**src/rtl/ags_pkg.sv**
```systemverilog
package ags_pkg;

   localparam int VERTICES_DEFAULT = 16;

   localparam int OP_W     = 3;
   localparam int VTX_W    = 4;
   localparam int CHAR_W   = 8;
   localparam int SIZE_W   = 5;
   localparam int DEG_W    = 5;
   localparam int NBR_W    = 16;
   localparam int COUNT_W  = 5;
   localparam int EDGES_W  = 8;

   localparam int G6_BIAS    = 63;
   localparam int PAIR_STEPS = 6;
   localparam int CNT_MAX    = 31;
   localparam int EC_MAX     = 255;

   localparam logic [OP_W-1:0] OP_ADD_EDGE   = 3'd0;
   localparam logic [OP_W-1:0] OP_DEL_EDGE   = 3'd1;
   localparam logic [OP_W-1:0] OP_ADD_VERTEX = 3'd2;
   localparam logic [OP_W-1:0] OP_DEL_VERTEX = 3'd3;
   localparam logic [OP_W-1:0] OP_QUERY      = 3'd4;
   localparam logic [OP_W-1:0] OP_G6_HEADER  = 3'd5;
   localparam logic [OP_W-1:0] OP_G6_DATA    = 3'd6;
   localparam logic [OP_W-1:0] OP_MAKE_CYCLE = 3'd7;

   typedef struct packed {
      logic [OP_W-1:0]   op;
      logic [VTX_W-1:0]  first_vertex;
      logic [VTX_W-1:0]  second_vertex;
      logic [CHAR_W-1:0] code_char;
      logic [SIZE_W-1:0] cycle_size;
   } cmd_type;

   typedef struct packed {
      logic               edge_present;
      logic               vertex_present;
      logic [DEG_W-1:0]   row_degree;
      logic [NBR_W-1:0]   neighbour_mask;
      logic [COUNT_W-1:0] vertex_count;
      logic [EDGES_W-1:0] edge_count;
      logic               size_error;
   } result_type;

endpackage

```
**src/rtl/ags_if.sv**
```systemverilog
interface ags_req_if;
   logic                          valid;
   logic                          ready;
   logic [ags_pkg::OP_W-1:0]      op;
   logic [ags_pkg::VTX_W-1:0]     first_vertex;
   logic [ags_pkg::VTX_W-1:0]     second_vertex;
   logic [ags_pkg::CHAR_W-1:0]    code_char;
   logic [ags_pkg::SIZE_W-1:0]    cycle_size;

   modport source (output valid, output op, output first_vertex, output second_vertex,
                   output code_char, output cycle_size, input ready);
   modport sink   (input valid, input op, input first_vertex, input second_vertex,
                   input code_char, input cycle_size, output ready);
endinterface

interface ags_rsp_if;
   logic                          valid;
   logic                          ready;
   logic                          edge_present;
   logic                          vertex_present;
   logic [ags_pkg::DEG_W-1:0]     row_degree;
   logic [ags_pkg::NBR_W-1:0]     neighbour_mask;
   logic [ags_pkg::COUNT_W-1:0]   vertex_count;
   logic [ags_pkg::EDGES_W-1:0]   edge_count;
   logic                          size_error;

   modport source (output valid, output edge_present, output vertex_present,
                   output row_degree, output neighbour_mask, output vertex_count,
                   output edge_count, output size_error, input ready);
   modport sink   (input valid, input edge_present, input vertex_present,
                   input row_degree, input neighbour_mask, input vertex_count,
                   input edge_count, input size_error, output ready);
endinterface

```
**src/rtl/ags_engine.sv**
```systemverilog
module ags_engine #(
   parameter int VERTICES = ags_pkg::VERTICES_DEFAULT
) (
   input  logic                clock,
   input  logic                reset,
   input  logic                in_valid,
   output logic                in_ready,
   input  ags_pkg::cmd_type    in_cmd,
   output logic                res_valid,
   input  logic                res_ready,
   output ags_pkg::result_type res
);
   import ags_pkg::*;

   localparam int RW = (VERTICES > 1) ? $clog2(VERTICES) : 1;
   localparam int CW = $clog2(VERTICES + 1);
   localparam int TW = $clog2(VERTICES * VERTICES + 1);

   localparam logic [1:0] ST_IDLE  = 2'd0;
   localparam logic [1:0] ST_PAIR  = 2'd1;
   localparam logic [1:0] ST_SWEEP = 2'd2;
   localparam logic [1:0] ST_DONE  = 2'd3;

   function automatic logic [CW-1:0] popcnt(input logic [VERTICES-1:0] x);
      logic [CW-1:0] c;
      c = '0;
      for (int j = 0; j < VERTICES; j++) begin
         c = c + CW'(x[j]);
      end
      return c;
   endfunction

   logic [1:0]          state_ff, state_in;
   cmd_type             cmd_ff;
   logic [VERTICES-1:0] mask_ff, mask_in;
   logic [CW-1:0]       load_total_ff, load_total_in;
   logic [RW-1:0]       load_row_ff, load_row_in;
   logic [CW-1:0]       load_col_ff, load_col_in;
   logic                load_active_ff, load_active_in;
   logic                size_err_ff, size_err_in;
   logic [2:0]          step_ff, step_in;
   logic [CW-1:0]       rd_idx_ff, rd_idx_in;
   logic                wb_valid_ff, wb_valid_in;
   logic [RW-1:0]       wb_idx_ff, wb_idx_in;

   logic [PAIR_STEPS-1:0] pair_on_ff;
   logic [RW-1:0]         pair_row_ff [PAIR_STEPS];
   logic [RW-1:0]         pair_col_ff [PAIR_STEPS];

   logic [VERTICES-1:0] row_mem_ff [VERTICES];
   logic [VERTICES-1:0] row_valid_ff;
   logic [VERTICES-1:0] rd_data_ff;
   logic                rd_live_ff;
   logic [RW-1:0]       rd_addr;

   logic [TW-1:0]       total_ff;
   logic [CW-1:0]       vc_ff;
   logic [CW-1:0]       deg_ff;
   logic [VERTICES-1:0] row_u_ff;

   logic                accept;
   logic                a_u_ok;
   logic [RW-1:0]       a_u_idx;
   logic [CHAR_W-1:0]   hdr_diff;
   logic                hdr_ge;
   logic [CW-1:0]       hdr_n;
   logic                cyc_err;

   logic [CHAR_W-1:0]   data_diff;
   logic [2:0]          bit_sel;
   logic                rec_on;
   logic [CW-1:0]       row_next;
   logic [CW-1:0]       col_next;
   logic                rd_en;

   logic                u_ok, v_ok;
   logic [RW-1:0]       u_idx, v_idx;
   logic [VERTICES-1:0] old_row, new_row;
   logic [RW-1:0]       nxt_idx, prv_idx;
   logic [CW-1:0]       new_cnt;

   logic                vp;
   logic [VERTICES-1:0] row_out;
   logic [TW-1:0]       half_total;

   assign accept   = in_valid && in_ready;
   assign in_ready = (state_ff == ST_IDLE);
   assign rd_addr  = rd_idx_ff[RW-1:0];
   assign rd_en    = (32'(rd_idx_ff) < VERTICES);

   assign a_u_ok   = (32'(in_cmd.first_vertex) < VERTICES);
   assign a_u_idx  = RW'(in_cmd.first_vertex);
   assign hdr_diff = in_cmd.code_char - CHAR_W'(G6_BIAS);
   assign hdr_ge   = (32'(in_cmd.code_char) >= G6_BIAS);
   assign cyc_err  = (32'(in_cmd.cycle_size) > VERTICES);

   always_comb begin
      if (!hdr_ge) begin
         hdr_n = '0;
      end else if (32'(hdr_diff) > VERTICES) begin
         hdr_n = CW'(VERTICES);
      end else begin
         hdr_n = CW'(hdr_diff);
      end
   end

   assign data_diff = cmd_ff.code_char - CHAR_W'(G6_BIAS);
   assign bit_sel   = 3'(PAIR_STEPS - 1) - step_ff;
   assign rec_on    = load_active_ff && data_diff[bit_sel];
   assign row_next  = CW'(load_row_ff) + CW'(1);
   assign col_next  = load_col_ff + CW'(1);

   always_comb begin
      state_in       = state_ff;
      mask_in        = mask_ff;
      load_total_in  = load_total_ff;
      load_row_in    = load_row_ff;
      load_col_in    = load_col_ff;
      load_active_in = load_active_ff;
      size_err_in    = size_err_ff;
      step_in        = step_ff;
      rd_idx_in      = rd_idx_ff;
      wb_valid_in    = 1'b0;
      wb_idx_in      = wb_idx_ff;
      case (state_ff)
         ST_IDLE: begin
            if (accept) begin
               step_in     = '0;
               rd_idx_in   = '0;
               size_err_in = (in_cmd.op == OP_MAKE_CYCLE) && cyc_err;
               case (in_cmd.op)
                  OP_ADD_VERTEX: begin
                     if (a_u_ok) begin
                        mask_in[a_u_idx] = 1'b1;
                     end
                  end
                  OP_DEL_VERTEX: begin
                     if (a_u_ok) begin
                        mask_in[a_u_idx] = 1'b0;
                     end
                  end
                  OP_G6_HEADER: begin
                     for (int j = 0; j < VERTICES; j++) begin
                        mask_in[j] = (j < int'(hdr_n));
                     end
                     load_total_in  = hdr_n;
                     load_row_in    = '0;
                     load_col_in    = hdr_ge ? CW'(1) : '0;
                     load_active_in = (32'(hdr_n) >= 2);
                  end
                  OP_MAKE_CYCLE: begin
                     if (!cyc_err) begin
                        for (int j = 0; j < VERTICES; j++) begin
                           mask_in[j] = (j < int'(in_cmd.cycle_size));
                        end
                        load_total_in  = '0;
                        load_row_in    = '0;
                        load_col_in    = '0;
                        load_active_in = 1'b0;
                     end
                  end
                  default: begin
                  end
               endcase
               if ((in_cmd.op == OP_G6_DATA) && load_active_ff) begin
                  state_in = ST_PAIR;
               end else begin
                  state_in = ST_SWEEP;
               end
            end
         end
         ST_PAIR: begin
            if (load_active_ff) begin
               if (row_next >= load_col_ff) begin
                  load_row_in = '0;
                  load_col_in = col_next;
                  if (col_next >= load_total_ff) begin
                     load_active_in = 1'b0;
                  end
               end else begin
                  load_row_in = RW'(row_next);
               end
            end
            if (step_ff == 3'(PAIR_STEPS - 1)) begin
               state_in = ST_SWEEP;
            end else begin
               step_in = step_ff + 3'd1;
            end
         end
         ST_SWEEP: begin
            if (rd_en) begin
               rd_idx_in   = rd_idx_ff + CW'(1);
               wb_valid_in = 1'b1;
               wb_idx_in   = rd_addr;
            end else if (wb_valid_ff) begin
               state_in = ST_DONE;
            end
         end
         ST_DONE: begin
            if (res_ready) begin
               state_in = ST_IDLE;
            end
         end
         default: begin
            state_in = ST_IDLE;
         end
      endcase
   end

   assign u_ok  = (32'(cmd_ff.first_vertex) < VERTICES);
   assign v_ok  = (32'(cmd_ff.second_vertex) < VERTICES);
   assign u_idx = RW'(cmd_ff.first_vertex);
   assign v_idx = RW'(cmd_ff.second_vertex);

   assign old_row = rd_live_ff ? rd_data_ff : '0;
   assign nxt_idx = (32'(wb_idx_ff) + 1 == 32'(cmd_ff.cycle_size)) ? '0 : wb_idx_ff + RW'(1);
   assign prv_idx = (wb_idx_ff == '0) ? RW'(cmd_ff.cycle_size - SIZE_W'(1))
                                      : wb_idx_ff - RW'(1);

   always_comb begin
      new_row = old_row;
      case (cmd_ff.op)
         OP_ADD_EDGE: begin
            if (u_ok && v_ok) begin
               if (wb_idx_ff == u_idx) begin
                  new_row[v_idx] = 1'b1;
               end
               if (wb_idx_ff == v_idx) begin
                  new_row[u_idx] = 1'b1;
               end
            end
         end
         OP_DEL_EDGE: begin
            if (u_ok && v_ok) begin
               if (wb_idx_ff == u_idx) begin
                  new_row[v_idx] = 1'b0;
               end
               if (wb_idx_ff == v_idx) begin
                  new_row[u_idx] = 1'b0;
               end
            end
         end
         OP_DEL_VERTEX: begin
            if (u_ok) begin
               if (wb_idx_ff == u_idx) begin
                  new_row = '0;
               end
               new_row[u_idx] = 1'b0;
            end
         end
         OP_G6_HEADER: begin
            new_row = '0;
         end
         OP_G6_DATA: begin
            for (int k = 0; k < PAIR_STEPS; k++) begin
               if (pair_on_ff[k]) begin
                  if (pair_row_ff[k] == wb_idx_ff) begin
                     new_row[pair_col_ff[k]] = 1'b1;
                  end
                  if (pair_col_ff[k] == wb_idx_ff) begin
                     new_row[pair_row_ff[k]] = 1'b1;
                  end
               end
            end
         end
         OP_MAKE_CYCLE: begin
            if (!size_err_ff) begin
               new_row = '0;
               if (32'(wb_idx_ff) < 32'(cmd_ff.cycle_size)) begin
                  if (cmd_ff.cycle_size >= SIZE_W'(2)) begin
                     new_row[nxt_idx] = 1'b1;
                  end
                  if (cmd_ff.cycle_size > SIZE_W'(2)) begin
                     new_row[prv_idx] = 1'b1;
                  end
               end
            end
         end
         default: begin
         end
      endcase
   end

   assign new_cnt = popcnt(new_row);

   always_ff @(posedge clock) begin
      if (reset) begin
         state_ff       <= ST_IDLE;
         mask_ff        <= '0;
         load_total_ff  <= '0;
         load_row_ff    <= '0;
         load_col_ff    <= '0;
         load_active_ff <= 1'b0;
         size_err_ff    <= 1'b0;
         step_ff        <= '0;
         rd_idx_ff      <= '0;
         wb_valid_ff    <= 1'b0;
         wb_idx_ff      <= '0;
         pair_on_ff     <= '0;
         row_valid_ff   <= '0;
      end else begin
         state_ff       <= state_in;
         mask_ff        <= mask_in;
         load_total_ff  <= load_total_in;
         load_row_ff    <= load_row_in;
         load_col_ff    <= load_col_in;
         load_active_ff <= load_active_in;
         size_err_ff    <= size_err_in;
         step_ff        <= step_in;
         rd_idx_ff      <= rd_idx_in;
         wb_valid_ff    <= wb_valid_in;
         wb_idx_ff      <= wb_idx_in;
         if (accept) begin
            pair_on_ff <= '0;
         end else if (state_ff == ST_PAIR) begin
            pair_on_ff[step_ff] <= rec_on;
         end
         if (wb_valid_ff) begin
            row_valid_ff[wb_idx_ff] <= 1'b1;
         end
      end
   end

   always_ff @(posedge clock) begin
      if (accept) begin
         cmd_ff   <= in_cmd;
         total_ff <= '0;
         vc_ff    <= '0;
         deg_ff   <= '0;
         row_u_ff <= '0;
      end
      if (state_ff == ST_PAIR) begin
         pair_row_ff[step_ff] <= load_row_ff;
         pair_col_ff[step_ff] <= RW'(load_col_ff);
      end
      if (wb_valid_ff) begin
         total_ff <= total_ff + TW'(new_cnt);
         vc_ff    <= vc_ff + CW'(mask_ff[wb_idx_ff]);
         if (u_ok && (wb_idx_ff == u_idx)) begin
            row_u_ff <= new_row;
            deg_ff   <= new_cnt;
         end
      end
   end

   always_ff @(posedge clock) begin
      if (wb_valid_ff) begin
         row_mem_ff[wb_idx_ff] <= new_row;
      end
      rd_data_ff <= row_mem_ff[rd_addr];
      rd_live_ff <= row_valid_ff[rd_addr];
   end

   assign vp         = u_ok && mask_ff[u_idx];
   assign row_out    = vp ? row_u_ff : '0;
   assign half_total = total_ff >> 1;

   assign res_valid = (state_ff == ST_DONE);

   always_comb begin
      res.edge_present   = u_ok && v_ok && row_u_ff[v_idx];
      res.vertex_present = vp;
      if (!vp) begin
         res.row_degree = '0;
      end else if (32'(deg_ff) > CNT_MAX) begin
         res.row_degree = DEG_W'(CNT_MAX);
      end else begin
         res.row_degree = DEG_W'(deg_ff);
      end
      res.neighbour_mask = NBR_W'(row_out);
      if (32'(vc_ff) > CNT_MAX) begin
         res.vertex_count = COUNT_W'(CNT_MAX);
      end else begin
         res.vertex_count = COUNT_W'(vc_ff);
      end
      if (32'(half_total) > EC_MAX) begin
         res.edge_count = EDGES_W'(EC_MAX);
      end else begin
         res.edge_count = EDGES_W'(half_total);
      end
      res.size_error = size_err_ff;
   end

endmodule

```
**src/rtl/adjacency_matrix_graph_store.sv**
```systemverilog
// Channel   Direction  Beat contents
// req_bus   in         op, first_vertex, second_vertex, code_char, cycle_size
// rsp_bus   out        edge_present, vertex_present, row_degree, neighbour_mask,
//                      vertex_count, edge_count, size_error
//
// A beat's result reaches the output register after the row sweep, and the next beat is
// taken once the engine has handed it on; a graph6 data character is decoded first when loading.
// In the row sweep one matrix row is read, updated and counted per cycle.
// Reset clears the vertex mask, the load state and the row valid bits.
// req_bus.ready is low while a beat is in work; a held result does not stall the next beat
// until that beat's own result is ready.
module adjacency_matrix_graph_store #(
   parameter int VERTICES = ags_pkg::VERTICES_DEFAULT
) (
   input logic      clock,
   input logic      reset,
   ags_req_if.sink  req_bus,
   ags_rsp_if.source rsp_bus
);
   import ags_pkg::*;

   cmd_type    cmd;
   result_type eng_res;
   logic       eng_res_valid;
   logic       eng_res_ready;
   logic       rsp_valid_ff, rsp_valid_in;
   result_type rsp_data_ff;

   assign cmd.op            = req_bus.op;
   assign cmd.first_vertex  = req_bus.first_vertex;
   assign cmd.second_vertex = req_bus.second_vertex;
   assign cmd.code_char     = req_bus.code_char;
   assign cmd.cycle_size    = req_bus.cycle_size;

   ags_engine #(
      .VERTICES(VERTICES)
   ) u_engine (
      .clock    (clock),
      .reset    (reset),
      .in_valid (req_bus.valid),
      .in_ready (req_bus.ready),
      .in_cmd   (cmd),
      .res_valid(eng_res_valid),
      .res_ready(eng_res_ready),
      .res      (eng_res)
   );

   assign eng_res_ready = !rsp_valid_ff || rsp_bus.ready;

   always_comb begin
      rsp_valid_in = rsp_valid_ff;
      if (eng_res_valid && eng_res_ready) begin
         rsp_valid_in = 1'b1;
      end else if (rsp_bus.ready) begin
         rsp_valid_in = 1'b0;
      end
   end

   always_ff @(posedge clock) begin
      if (reset) begin
         rsp_valid_ff <= 1'b0;
      end else begin
         rsp_valid_ff <= rsp_valid_in;
      end
   end

   always_ff @(posedge clock) begin
      if (eng_res_valid && eng_res_ready) begin
         rsp_data_ff <= eng_res;
      end
   end

   assign rsp_bus.valid          = rsp_valid_ff;
   assign rsp_bus.edge_present   = rsp_data_ff.edge_present;
   assign rsp_bus.vertex_present = rsp_data_ff.vertex_present;
   assign rsp_bus.row_degree     = rsp_data_ff.row_degree;
   assign rsp_bus.neighbour_mask = rsp_data_ff.neighbour_mask;
   assign rsp_bus.vertex_count   = rsp_data_ff.vertex_count;
   assign rsp_bus.edge_count     = rsp_data_ff.edge_count;
   assign rsp_bus.size_error     = rsp_data_ff.size_error;

endmodule

```
**src/flat_wrapper.sv**
```systemverilog
// flat-port wrapper written by rule: the top's interface ports become plain ports
module adjacency_matrix_graph_store_flat import ags_pkg::*;
#(
   parameter int VERTICES = ags_pkg::VERTICES_DEFAULT
)
  (clock, reset, req_bus_valid, req_bus_op, req_bus_first_vertex, req_bus_second_vertex, req_bus_code_char, req_bus_cycle_size, req_bus_ready, rsp_bus_valid, rsp_bus_edge_present, rsp_bus_vertex_present, rsp_bus_row_degree, rsp_bus_neighbour_mask, rsp_bus_vertex_count, rsp_bus_edge_count, rsp_bus_size_error, rsp_bus_ready);
  ags_req_if req_bus_i ();
  ags_rsp_if rsp_bus_i ();
  input logic clock;
  input logic reset;
  input wire logic [$bits(req_bus_i.valid)-1:0] req_bus_valid;
  input wire logic [$bits(req_bus_i.op)-1:0] req_bus_op;
  input wire logic [$bits(req_bus_i.first_vertex)-1:0] req_bus_first_vertex;
  input wire logic [$bits(req_bus_i.second_vertex)-1:0] req_bus_second_vertex;
  input wire logic [$bits(req_bus_i.code_char)-1:0] req_bus_code_char;
  input wire logic [$bits(req_bus_i.cycle_size)-1:0] req_bus_cycle_size;
  output wire logic [$bits(req_bus_i.ready)-1:0] req_bus_ready;
  output wire logic [$bits(rsp_bus_i.valid)-1:0] rsp_bus_valid;
  output wire logic [$bits(rsp_bus_i.edge_present)-1:0] rsp_bus_edge_present;
  output wire logic [$bits(rsp_bus_i.vertex_present)-1:0] rsp_bus_vertex_present;
  output wire logic [$bits(rsp_bus_i.row_degree)-1:0] rsp_bus_row_degree;
  output wire logic [$bits(rsp_bus_i.neighbour_mask)-1:0] rsp_bus_neighbour_mask;
  output wire logic [$bits(rsp_bus_i.vertex_count)-1:0] rsp_bus_vertex_count;
  output wire logic [$bits(rsp_bus_i.edge_count)-1:0] rsp_bus_edge_count;
  output wire logic [$bits(rsp_bus_i.size_error)-1:0] rsp_bus_size_error;
  input wire logic [$bits(rsp_bus_i.ready)-1:0] rsp_bus_ready;
  assign req_bus_i.valid = req_bus_valid;
  assign req_bus_i.op = req_bus_op;
  assign req_bus_i.first_vertex = req_bus_first_vertex;
  assign req_bus_i.second_vertex = req_bus_second_vertex;
  assign req_bus_i.code_char = req_bus_code_char;
  assign req_bus_i.cycle_size = req_bus_cycle_size;
  assign req_bus_ready = req_bus_i.ready;
  assign rsp_bus_valid = rsp_bus_i.valid;
  assign rsp_bus_edge_present = rsp_bus_i.edge_present;
  assign rsp_bus_vertex_present = rsp_bus_i.vertex_present;
  assign rsp_bus_row_degree = rsp_bus_i.row_degree;
  assign rsp_bus_neighbour_mask = rsp_bus_i.neighbour_mask;
  assign rsp_bus_vertex_count = rsp_bus_i.vertex_count;
  assign rsp_bus_edge_count = rsp_bus_i.edge_count;
  assign rsp_bus_size_error = rsp_bus_i.size_error;
  assign rsp_bus_i.ready = rsp_bus_ready;
  adjacency_matrix_graph_store #(.VERTICES(VERTICES)) u_core (.clock(clock), .reset(reset), .req_bus(req_bus_i), .rsp_bus(rsp_bus_i));
endmodule
```
**config.mk**
```make
export PLATFORM = sky130hd
export DESIGN_NAME = adjacency_matrix_graph_store_flat
export DESIGN_NICKNAME = d
export VERILOG_FILES = /design/src/rtl/ags_pkg.sv /design/src/rtl/ags_if.sv /design/src/rtl/ags_engine.sv /design/src/rtl/adjacency_matrix_graph_store.sv /design/src/flat_wrapper.sv
export SDC_FILE = /design/constraint.sdc
export NUM_CORES = 1
export LEC_CHECK = 0
export BUFFER_PORTS_ARGS = -buffer_cell sky130_fd_sc_hd__buf_4
export CORE_ASPECT_RATIO = 1.4
export CORE_UTILIZATION = 63
export CTS_CLUSTER_DIAMETER = 40
export DETAILED_ROUTE_END_ITERATION = 10
export PLACE_DENSITY = 0.89
export SLEW_MARGIN = 20
export SYNTH_ARGS = -nofsm -noshare
export SYNTH_HDL_FRONTEND = slang
export SYNTH_SLANG_ARGS = --single-unit
```
**constraint.sdc**
```tcl
create_clock -name clock -period 11.12 [get_ports clock]
set_input_delay 0.556 -clock clock [delete_from_list [all_inputs] [get_ports clock]]
set_output_delay 0.556 -clock clock [all_outputs]
set_load 0.01 [all_outputs]
```
### Word-level counts from Yosys, hierarchy flattened

Memory sizes are Yosys's and may differ from the RTL's. A register that Yosys moved wholly into a read port is not among the register bits.
Index checks and enable logic that the tools add are counted.

| word-level totals | value |
|---|---|
| logic and storage cells | 415 |
| bits of input ports | 28 |
| output and inout port bits | 39 |
| flip-flop bits (word level) | 167 |
| RAM bits | 304 |
| memories kept | 3 |

| operators by class | value |
|---|---|
| reductions and logical operators | 47 |
| muxes and demuxes | 157 |
| bitwise gates (word level) | 25 |
| $lt $le $gt $ge | 83 |
| eq/ne operators | 41 |
| add/sub/neg operators | 28 |

Memories:

| name | depth | width | read ports | clocked after memory_dff | wr ports | RTL line | text |
|---|---|---|---|---|---|---|---|
| u_core.u_engine.row_mem_ff | 16 | 16 | 1 | 1 | 1 | ags_engine.sv:50 | `logic [VERTICES-1:0] row_mem_ff [VERTICES];` |
| u_core.u_engine.pair_col_ff | 6 | 4 | 6 | 0 | 1 | ags_engine.sv:48 | `logic [RW-1:0] pair_col_ff [PAIR_STEPS];` |
| u_core.u_engine.pair_row_ff | 6 | 4 | 6 | 0 | 1 | ags_engine.sv:47 | `logic [RW-1:0] pair_row_ff [PAIR_STEPS];` |

Operators with widths:

| cell | number |
|---|---|
| 2-to-1 mux 16 bit | 55 |
| bitwise OR 16 bit | 17 |
| case mux 16 bit (6 select lines) | 1 |
| < comparator 4 x 5 -> 1 bit, second input constant | 19 |
| < comparator 4 x 5 -> 1 bit, first input constant | 16 |
| demux 1 bit (select 4 bit) | 18 |
| greater-or-equal comparator 4 x 1 -> 1 bit, second input constant | 18 |
| AND 16 bit | 4 |
| case mux 16 bit (4 select lines) | 1 |
| adder 5 x 1 -> 5 bit | 12 |
| 2-to-1 mux 5 bit | 12 |
| == test 4 bit | 14 |
| NOT 16 bit | 3 |
| < comparator 3 x 5 -> 1 bit, first input constant | 8 |
| case mux 5 bit (2 select lines) | 4 |
| 2-to-1 mux 1 bit | 37 |
| logical AND 1 bit | 24 |
| 2-to-1 mux 4 bit | 6 |
| == test 3 bit, second input constant | 7 |
| < comparator 1 x 5 -> 1 bit, first input constant | 4 |
| < comparator 2 x 5 -> 1 bit, first input constant | 4 |
| 2-to-1 mux 9 bit | 2 |
| != test 2 bit, second input constant | 9 |
| binary-select mux 1 bit (select 4 bit) | 4 |
| 54 further kinds | 82 |

### Logic depth before layout (Yosys ltp)

An unclocked memory read counts as a cell.

| logic depth | value |
|---|---|
| word-level depth | 70 |
| depth in mapped cells | 32 |
| mapped depth without buffers | 28 |

### Hierarchy

A second synthesis with hierarchy kept.

| second synthesis, totals | value |
|---|---|
| cells, all modules | 2062 |
| area, all modules | 24977.7 sq um |

Modules (own cells, without submodules):

| module | times used | seq. area each (sq um) | area an instance (sq um) | cells each |
|---|---|---|---|---|
| ags_engine | 1 | 12411.9 | 23811.6 | 2020 |
| adjacency_matrix_graph_store | 1 | 1131.1 | 1166.1 | 42 |

### Worst setup path before layout

No wires, ideal clock.

| path | value |
|---|---|
| path type | reg2reg |
| start point | register u_core.u_engine.wb_idx_ff[0] |
| end point | register u_core.u_engine.total_ff[5], data pin |
| setup slack | 3412 ps |
| arrival time | 7453 ps |
| stages on the path, launching flop included | 28 |
| data required time | 10865 ps |
| period minus slack after synthesis | 7708 ps |
| setup time | 255 ps |
| buffers on the path | 3 |
| path through | dfxtp_1 -> buf_2 -> buf_6 -> buf_2 -> inv_1 -> ha_1 -> nor3b_4 -> mux2i_2 -> mux2_1 -> a32oi_1 -> o22ai_1 -> a31oi_1 -> nand3_1 -> fa_1 -> fa_1 -> fa_1 -> inv_1 -> fa_1 -> inv_1 -> ha_1 -> fa_1 -> ha_1 -> a21o_1 -> a21o_1 -> a21o_1 -> a21o_1 -> or2_2 -> and3_1 |

| between the ends | value |
|---|---|
| elaborated cells on any way between the ends | 115 |
| those cells by class | add/sub (19); order compare (5); eq/ne (15); mux (58); bitwise (15); reduce/logical (3) |

RTL lines:

| item | RTL line | text |
|---|---|---|
| start: declaration | ags_engine.sv:44 | `logic [RW-1:0] wb_idx_ff, wb_idx_in;` |
| start signal: assignment | ags_engine.sv:312 | `wb_idx_ff <= wb_idx_in;` |
| == test 4 bit | ags_engine.sv:257 | `if (pair_row_ff[k] == wb_idx_ff) begin` |
| 2-to-1 mux 16 bit | ags_engine.sv:257 |  |
| 2-to-1 mux 16 bit | ags_engine.sv:256 | `if (pair_on_ff[k]) begin` |
| 2-to-1 mux 16 bit | ags_engine.sv:222 | `case (cmd_ff.op)` |
| bitwise OR 16 bit (no line) | n/a |  |
| 2-to-1 mux 16 bit | ags_engine.sv:260 | `if (pair_col_ff[k] == wb_idx_ff) begin` |
| 2-to-1 mux 16 bit | ags_engine.sv:256 |  |
| 2-to-1 mux 16 bit | ags_engine.sv:222 |  |
| (+36 left out) | n/a |  |
| bitwise OR 16 bit (no line) | n/a |  |
| 2-to-1 mux 16 bit | ags_engine.sv:260 |  |
| 2-to-1 mux 16 bit | ags_engine.sv:256 |  |
| case mux 16 bit (6 select lines) (*) | ags_engine.sv:222 |  |
| net u_core.u_engine.new_row[9] | ags_engine.sv:78 | `logic [VERTICES-1:0] old_row, new_row;` |
| adder 5 x 1 -> 5 bit (*) (7 in a row) | ags_engine.sv:28 | `c = c + CW'(x[j]);` |
| adder 9 x 5 -> 9 bit (*) | ags_engine.sv:337 | `total_ff <= total_ff + TW'(new_cnt);` |
| 2-to-1 mux 9 bit (*) | ags_engine.sv:336 | `if (wb_valid_ff) begin` |
| end signal: assignment | ags_engine.sv:337 |  |
| end: declaration | ags_engine.sv:56 | `logic [TW-1:0] total_ff;` |

The timed path passes the listed nets; every way through them passes the cells marked *. The select of a mux whose other input is x is not followed.
A chain may end at the register's enable or synchronous reset.

### Worst setup path after layout

| path | value |
|---|---|
| start point | register u_core.u_engine.wb_idx_ff[0] |
| end point | register u_core.u_engine.total_ff[8], data pin |

| between the ends | value |
|---|---|
| elaborated cells on any way between the ends | 115 |
| those cells by class | add/sub (19); order compare (5); eq/ne (15); mux (58); bitwise (15); reduce/logical (3) |

RTL lines:

| item | RTL line |
|---|---|
| == test 4 bit | ags_engine.sv:257 |
| 2-to-1 mux 16 bit | ags_engine.sv:257 |
| 2-to-1 mux 16 bit | ags_engine.sv:256 |
| 2-to-1 mux 16 bit | ags_engine.sv:222 |
| bitwise OR 16 bit (no line) | n/a |
| 2-to-1 mux 16 bit | ags_engine.sv:260 |
| 2-to-1 mux 16 bit | ags_engine.sv:256 |
| 2-to-1 mux 16 bit | ags_engine.sv:222 |
| (+36 left out) | n/a |
| bitwise OR 16 bit (no line) | n/a |
| 2-to-1 mux 16 bit | ags_engine.sv:260 |
| 2-to-1 mux 16 bit | ags_engine.sv:256 |
| case mux 16 bit (6 select lines) (*) | ags_engine.sv:222 |
| net u_core.u_engine.new_row[15] | ags_engine.sv:78 |
| adder 5 x 1 -> 5 bit (*) | ags_engine.sv:28 |
| adder 9 x 5 -> 9 bit (*) | ags_engine.sv:337 |
| 2-to-1 mux 9 bit (*) | ags_engine.sv:336 |

Marked as above.

==> results.toml <==
[cts]
cts_sinks = 487
cts-htree-levels = 2
cts_tree = "yes"
cts_hold_buffers = 0
cts-resized-gates = 0
clock_latency_ps = 590
clock_path_buffers = 3
clkTransAtPathRegs_ps = 70
root_buffer = "clkbuf_16"
numCtsBuffers = 46
cts_setup_buffers = 0

[synth]
synth_seq_cells = 487
syn_avg_cell_area_um2 = 12.07
synth-seq-area-share = 0.5462
synth-main-ff-cell = "edfxtp_1"
postSynthNetCount = 2137
synth-edff-count = 379
netlist_instances = 2054
ys_types = 97
syn_area_um2 = 24790
async_flop_share = 0
yosys_warnings = 0

[power_and_ir_drop]
power.density_nw_per_um2 = 167.9
netSwitchingPower_mw = 1.352
sw_frac_of_total = 0.2952
p_clk_frac = 0.347
pwr-share-seq = 0.479
p_comb_frac = 0.174
ir_drop_v = 0.0002373
cellInternalPower_mw = 3.229
leakage_nw = 9.455

[sta]
fin_tns_setup_ps = 0
drv_slew = 0
finalHoldViolCount = 0
rsz0062_at_grt = "false"
tightest_slew_ps = 1248
max_slew_margin = 0.1651
setup_violations = 0
fin_skew_ps = 33.38
post-route-period-util = 0.8601
period_needed_ps = 9564
max_freq_mhz = 104.6

[global_routing]
grt_max_degree = 73
overflow = 0
grt_pass1_wl_um = 126900
grt_pass1_vias = 19120
antenna_found_initial = 0
grt_usage = 0.4418

[flow_run]
drv_cap = 0

[worst_setup_path]
startpoint_type = "flop"
path_max_fanout = 18
path_class = "reg2reg"
critPathRequiredTime_ps = 11450
cp.arrival_ps = 9890
slowest_delay_ps = 720
cp-end-kind = "flop"
crit_path_top_delay_cell = "nand3_1"

[run_status]
status = "finished, final reports clean"

[final_layout]
final_nets = 2171
postLayoutCellArea_um2 = 27280
layout-drive-gt1-share = 0.1468
area_growth_pct = 10.03
n_fill_cell = 2418

[placement]
placed_area_um2 = 25710
gp_congestion = 1.069
portBuffers = 66
dp_hpwl_um = 57750

[floorplanning]
initial_utilization = 0.6422
fp.dieArea_um2 = 40160
rows = 85
ios = 67
core_area_um2 = 38610
die_w_um = 169.7
die_y_um = 236.7

[drt]
routed_via_density = 7.394
vias = 19590
drt-initial-drc-count = 3037
dr.pass1.iters = 8
wire_per_inst_um = 33.04
finalWirelength_um = 87550
drc_errors = 0
postRouteAntennaNets = 0

[worst_hold_path]
hp-class = "in2reg"
cell families (layout without fill, tap and decap cells):
group,count (synthesis),count (layout),share of synthesized area
XOR/XNOR,95,95,0.03386
multiplexers,111,111,0.09608
flip-flops,487,487,0.5462
AND/OR/NAND/NOR,751,751,0.1580
adder cells (fa/ha/maj),55,55,0.03109
AO/OA/AOI/OAI,371,371,0.1047
buffers and inverters,184,256,0.03008
other,0,2,0
cell usage after synthesis (all sizes together), types with 11 or more instances:
master,number,area [µm²]
nor3b,11,98.84
and2,62,390.4
o31ai,12,95.09
o211ai,14,105.1
nand3,91,455.4
buf,28,158.9
dfxtp,108,2162
nand2,161,604.3
fa,11,220.2
mux4,101,2275
nor4,26,177.7
and3,45,281.5
nand4,36,231.5
nand2b,34,212.7
a21oi,78,390.4
ha,44,550.5
a31oi,24,150.1
a21o,26,195.2
clkbuf,86,324.1
o21ai,59,295.3
a32oi,17,148.9
a22oi,26,195.2
xor2,32,287.8
nor2b,40,250.2
nor2,145,544.3
nor3,44,220.2
a311oi,13,113.9
xnor2,63,551.8
edfxtp,379,11380
inv,69,259.0
path summary, 6_finish.rpt:
path | start | slack, ps | cells after the start | to
max reg2reg | u_core.u_engine.wb_idx_ff[0] | 1560 | 28 | u_core.u_engine.total_ff[8]
min reg2reg | u_core.u_engine.vc_ff[0] | 460 | 0 | u_core.rsp_bus.vertex_count[0]
min | req_bus_second_vertex[3] | 160 | 1 | u_core.u_engine.v_idx[3]
max | u_core.u_engine.wb_idx_ff[0] | 1560 | 28 | u_core.u_engine.total_ff[8]
state kept, by name, indices dropped and copies added, names as in the netlist, 8 cells and up:
register                       cells
u_core.u_engine.row_mem_ff       256
u_core.u_engine.pair_col_ff       24
u_core.u_engine.pair_row_ff       24
u_core.rsp_bus.neighbour_mask     16
u_core.u_engine.cmd_ff            16
u_core.u_engine.mask_ff           16
u_core.u_engine.rd_data_ff        16
u_core.u_engine.row_u_ff          16
u_core.u_engine.row_valid_ff      16
u_core.u_engine.total_ff           9
u_core.rsp_bus.edge_count          8
power by group through the flow:
stage          clock (mW)  sequential (mW)  combinational [mW]
3_5_place_dp            0             2.22               0.734
2_1_floorplan           0             2.15               0.539
6_report             1.59             2.19               0.798
3_3_place_gp            0             2.21               0.699
4_1_cts              1.59             2.18               0.767
5_1_grt              1.65             2.20               0.837
placed cells by master, fill, tap and decap left out, types with 14 or more instances in the layout:
cell type	n
a21o_1	26
a21oi_1	78
a22oi_1	26
a31oi_1	24
a32oi_1	17
and2_1	56
and3_1	44
buf_4	97
clkbuf_16	47
dfxtp_1	106
edfxtp_1	379
ha_1	44
inv_1	69
mux4_2	101
nand2_1	161
nand2b_1	34
nand3_1	91
nand4_1	35
nor2_1	145
nor2b_1	39
nor3_1	44
nor4_1	24
o211ai_1	14
o21ai_0	55
xnor2_1	63
xor2_1	31
per-stage QoR:
step | cells | power [mW] | setup WS, ps | util | hold WS, ps
floorplan | 2054 | 2.690 | 3412 | - | 429.5
global placement | 2559 | 2.913 | 2994 | 0.6660 | 437.1
global route | 2648 | 4.680 | 1515 | 0.7065 | 153.5
detailed placement | 2559 | 2.954 | 2668 | 0.6660 | 442.6
CTS | 2645 | 4.537 | 2195 | 0.7052 | 159.7
finish | 2650 | 4.581 | 1556 | 0.7066 | 161.1
worst max-delay path, delay by kind of cell (launching register included):
family	cells	cell delay, ps
flip-flops	1	680
AND/OR/NAND/NOR	6	1770
buffers and inverters	5	970
XOR/XNOR	3	600
AO/OA/AOI/OAI	7	2260
adder cells (fa/ha/maj)	7	3030
cell type report:
class,count,area [µm²],share of cell area
diodes,2,5.005,0.0001835
clock buffers,54,1212,0.04444
clock inverters,32,302.8,0.01110
inverters,70,262.8,0.009632
multi-input cells,1383,10530,0.3858
flip-flops and latches,487,13550,0.4966
well taps,522,653.1,0.02394
repair buffers,100,770.7,0.02825
per-layer routing:
metal / wire length (µm) / global-route usage / up-vias
met3: 9041 / 0.09276 / 517
met1: 27100 / 0.4906 / 9407
li1: - / - / 7917
met5: 0 / 0 / -
met4: 7863 / 0.3224 / 0
met2: 43550 / 0.7478 / 1753
Power figures use the tool's default switching activity.
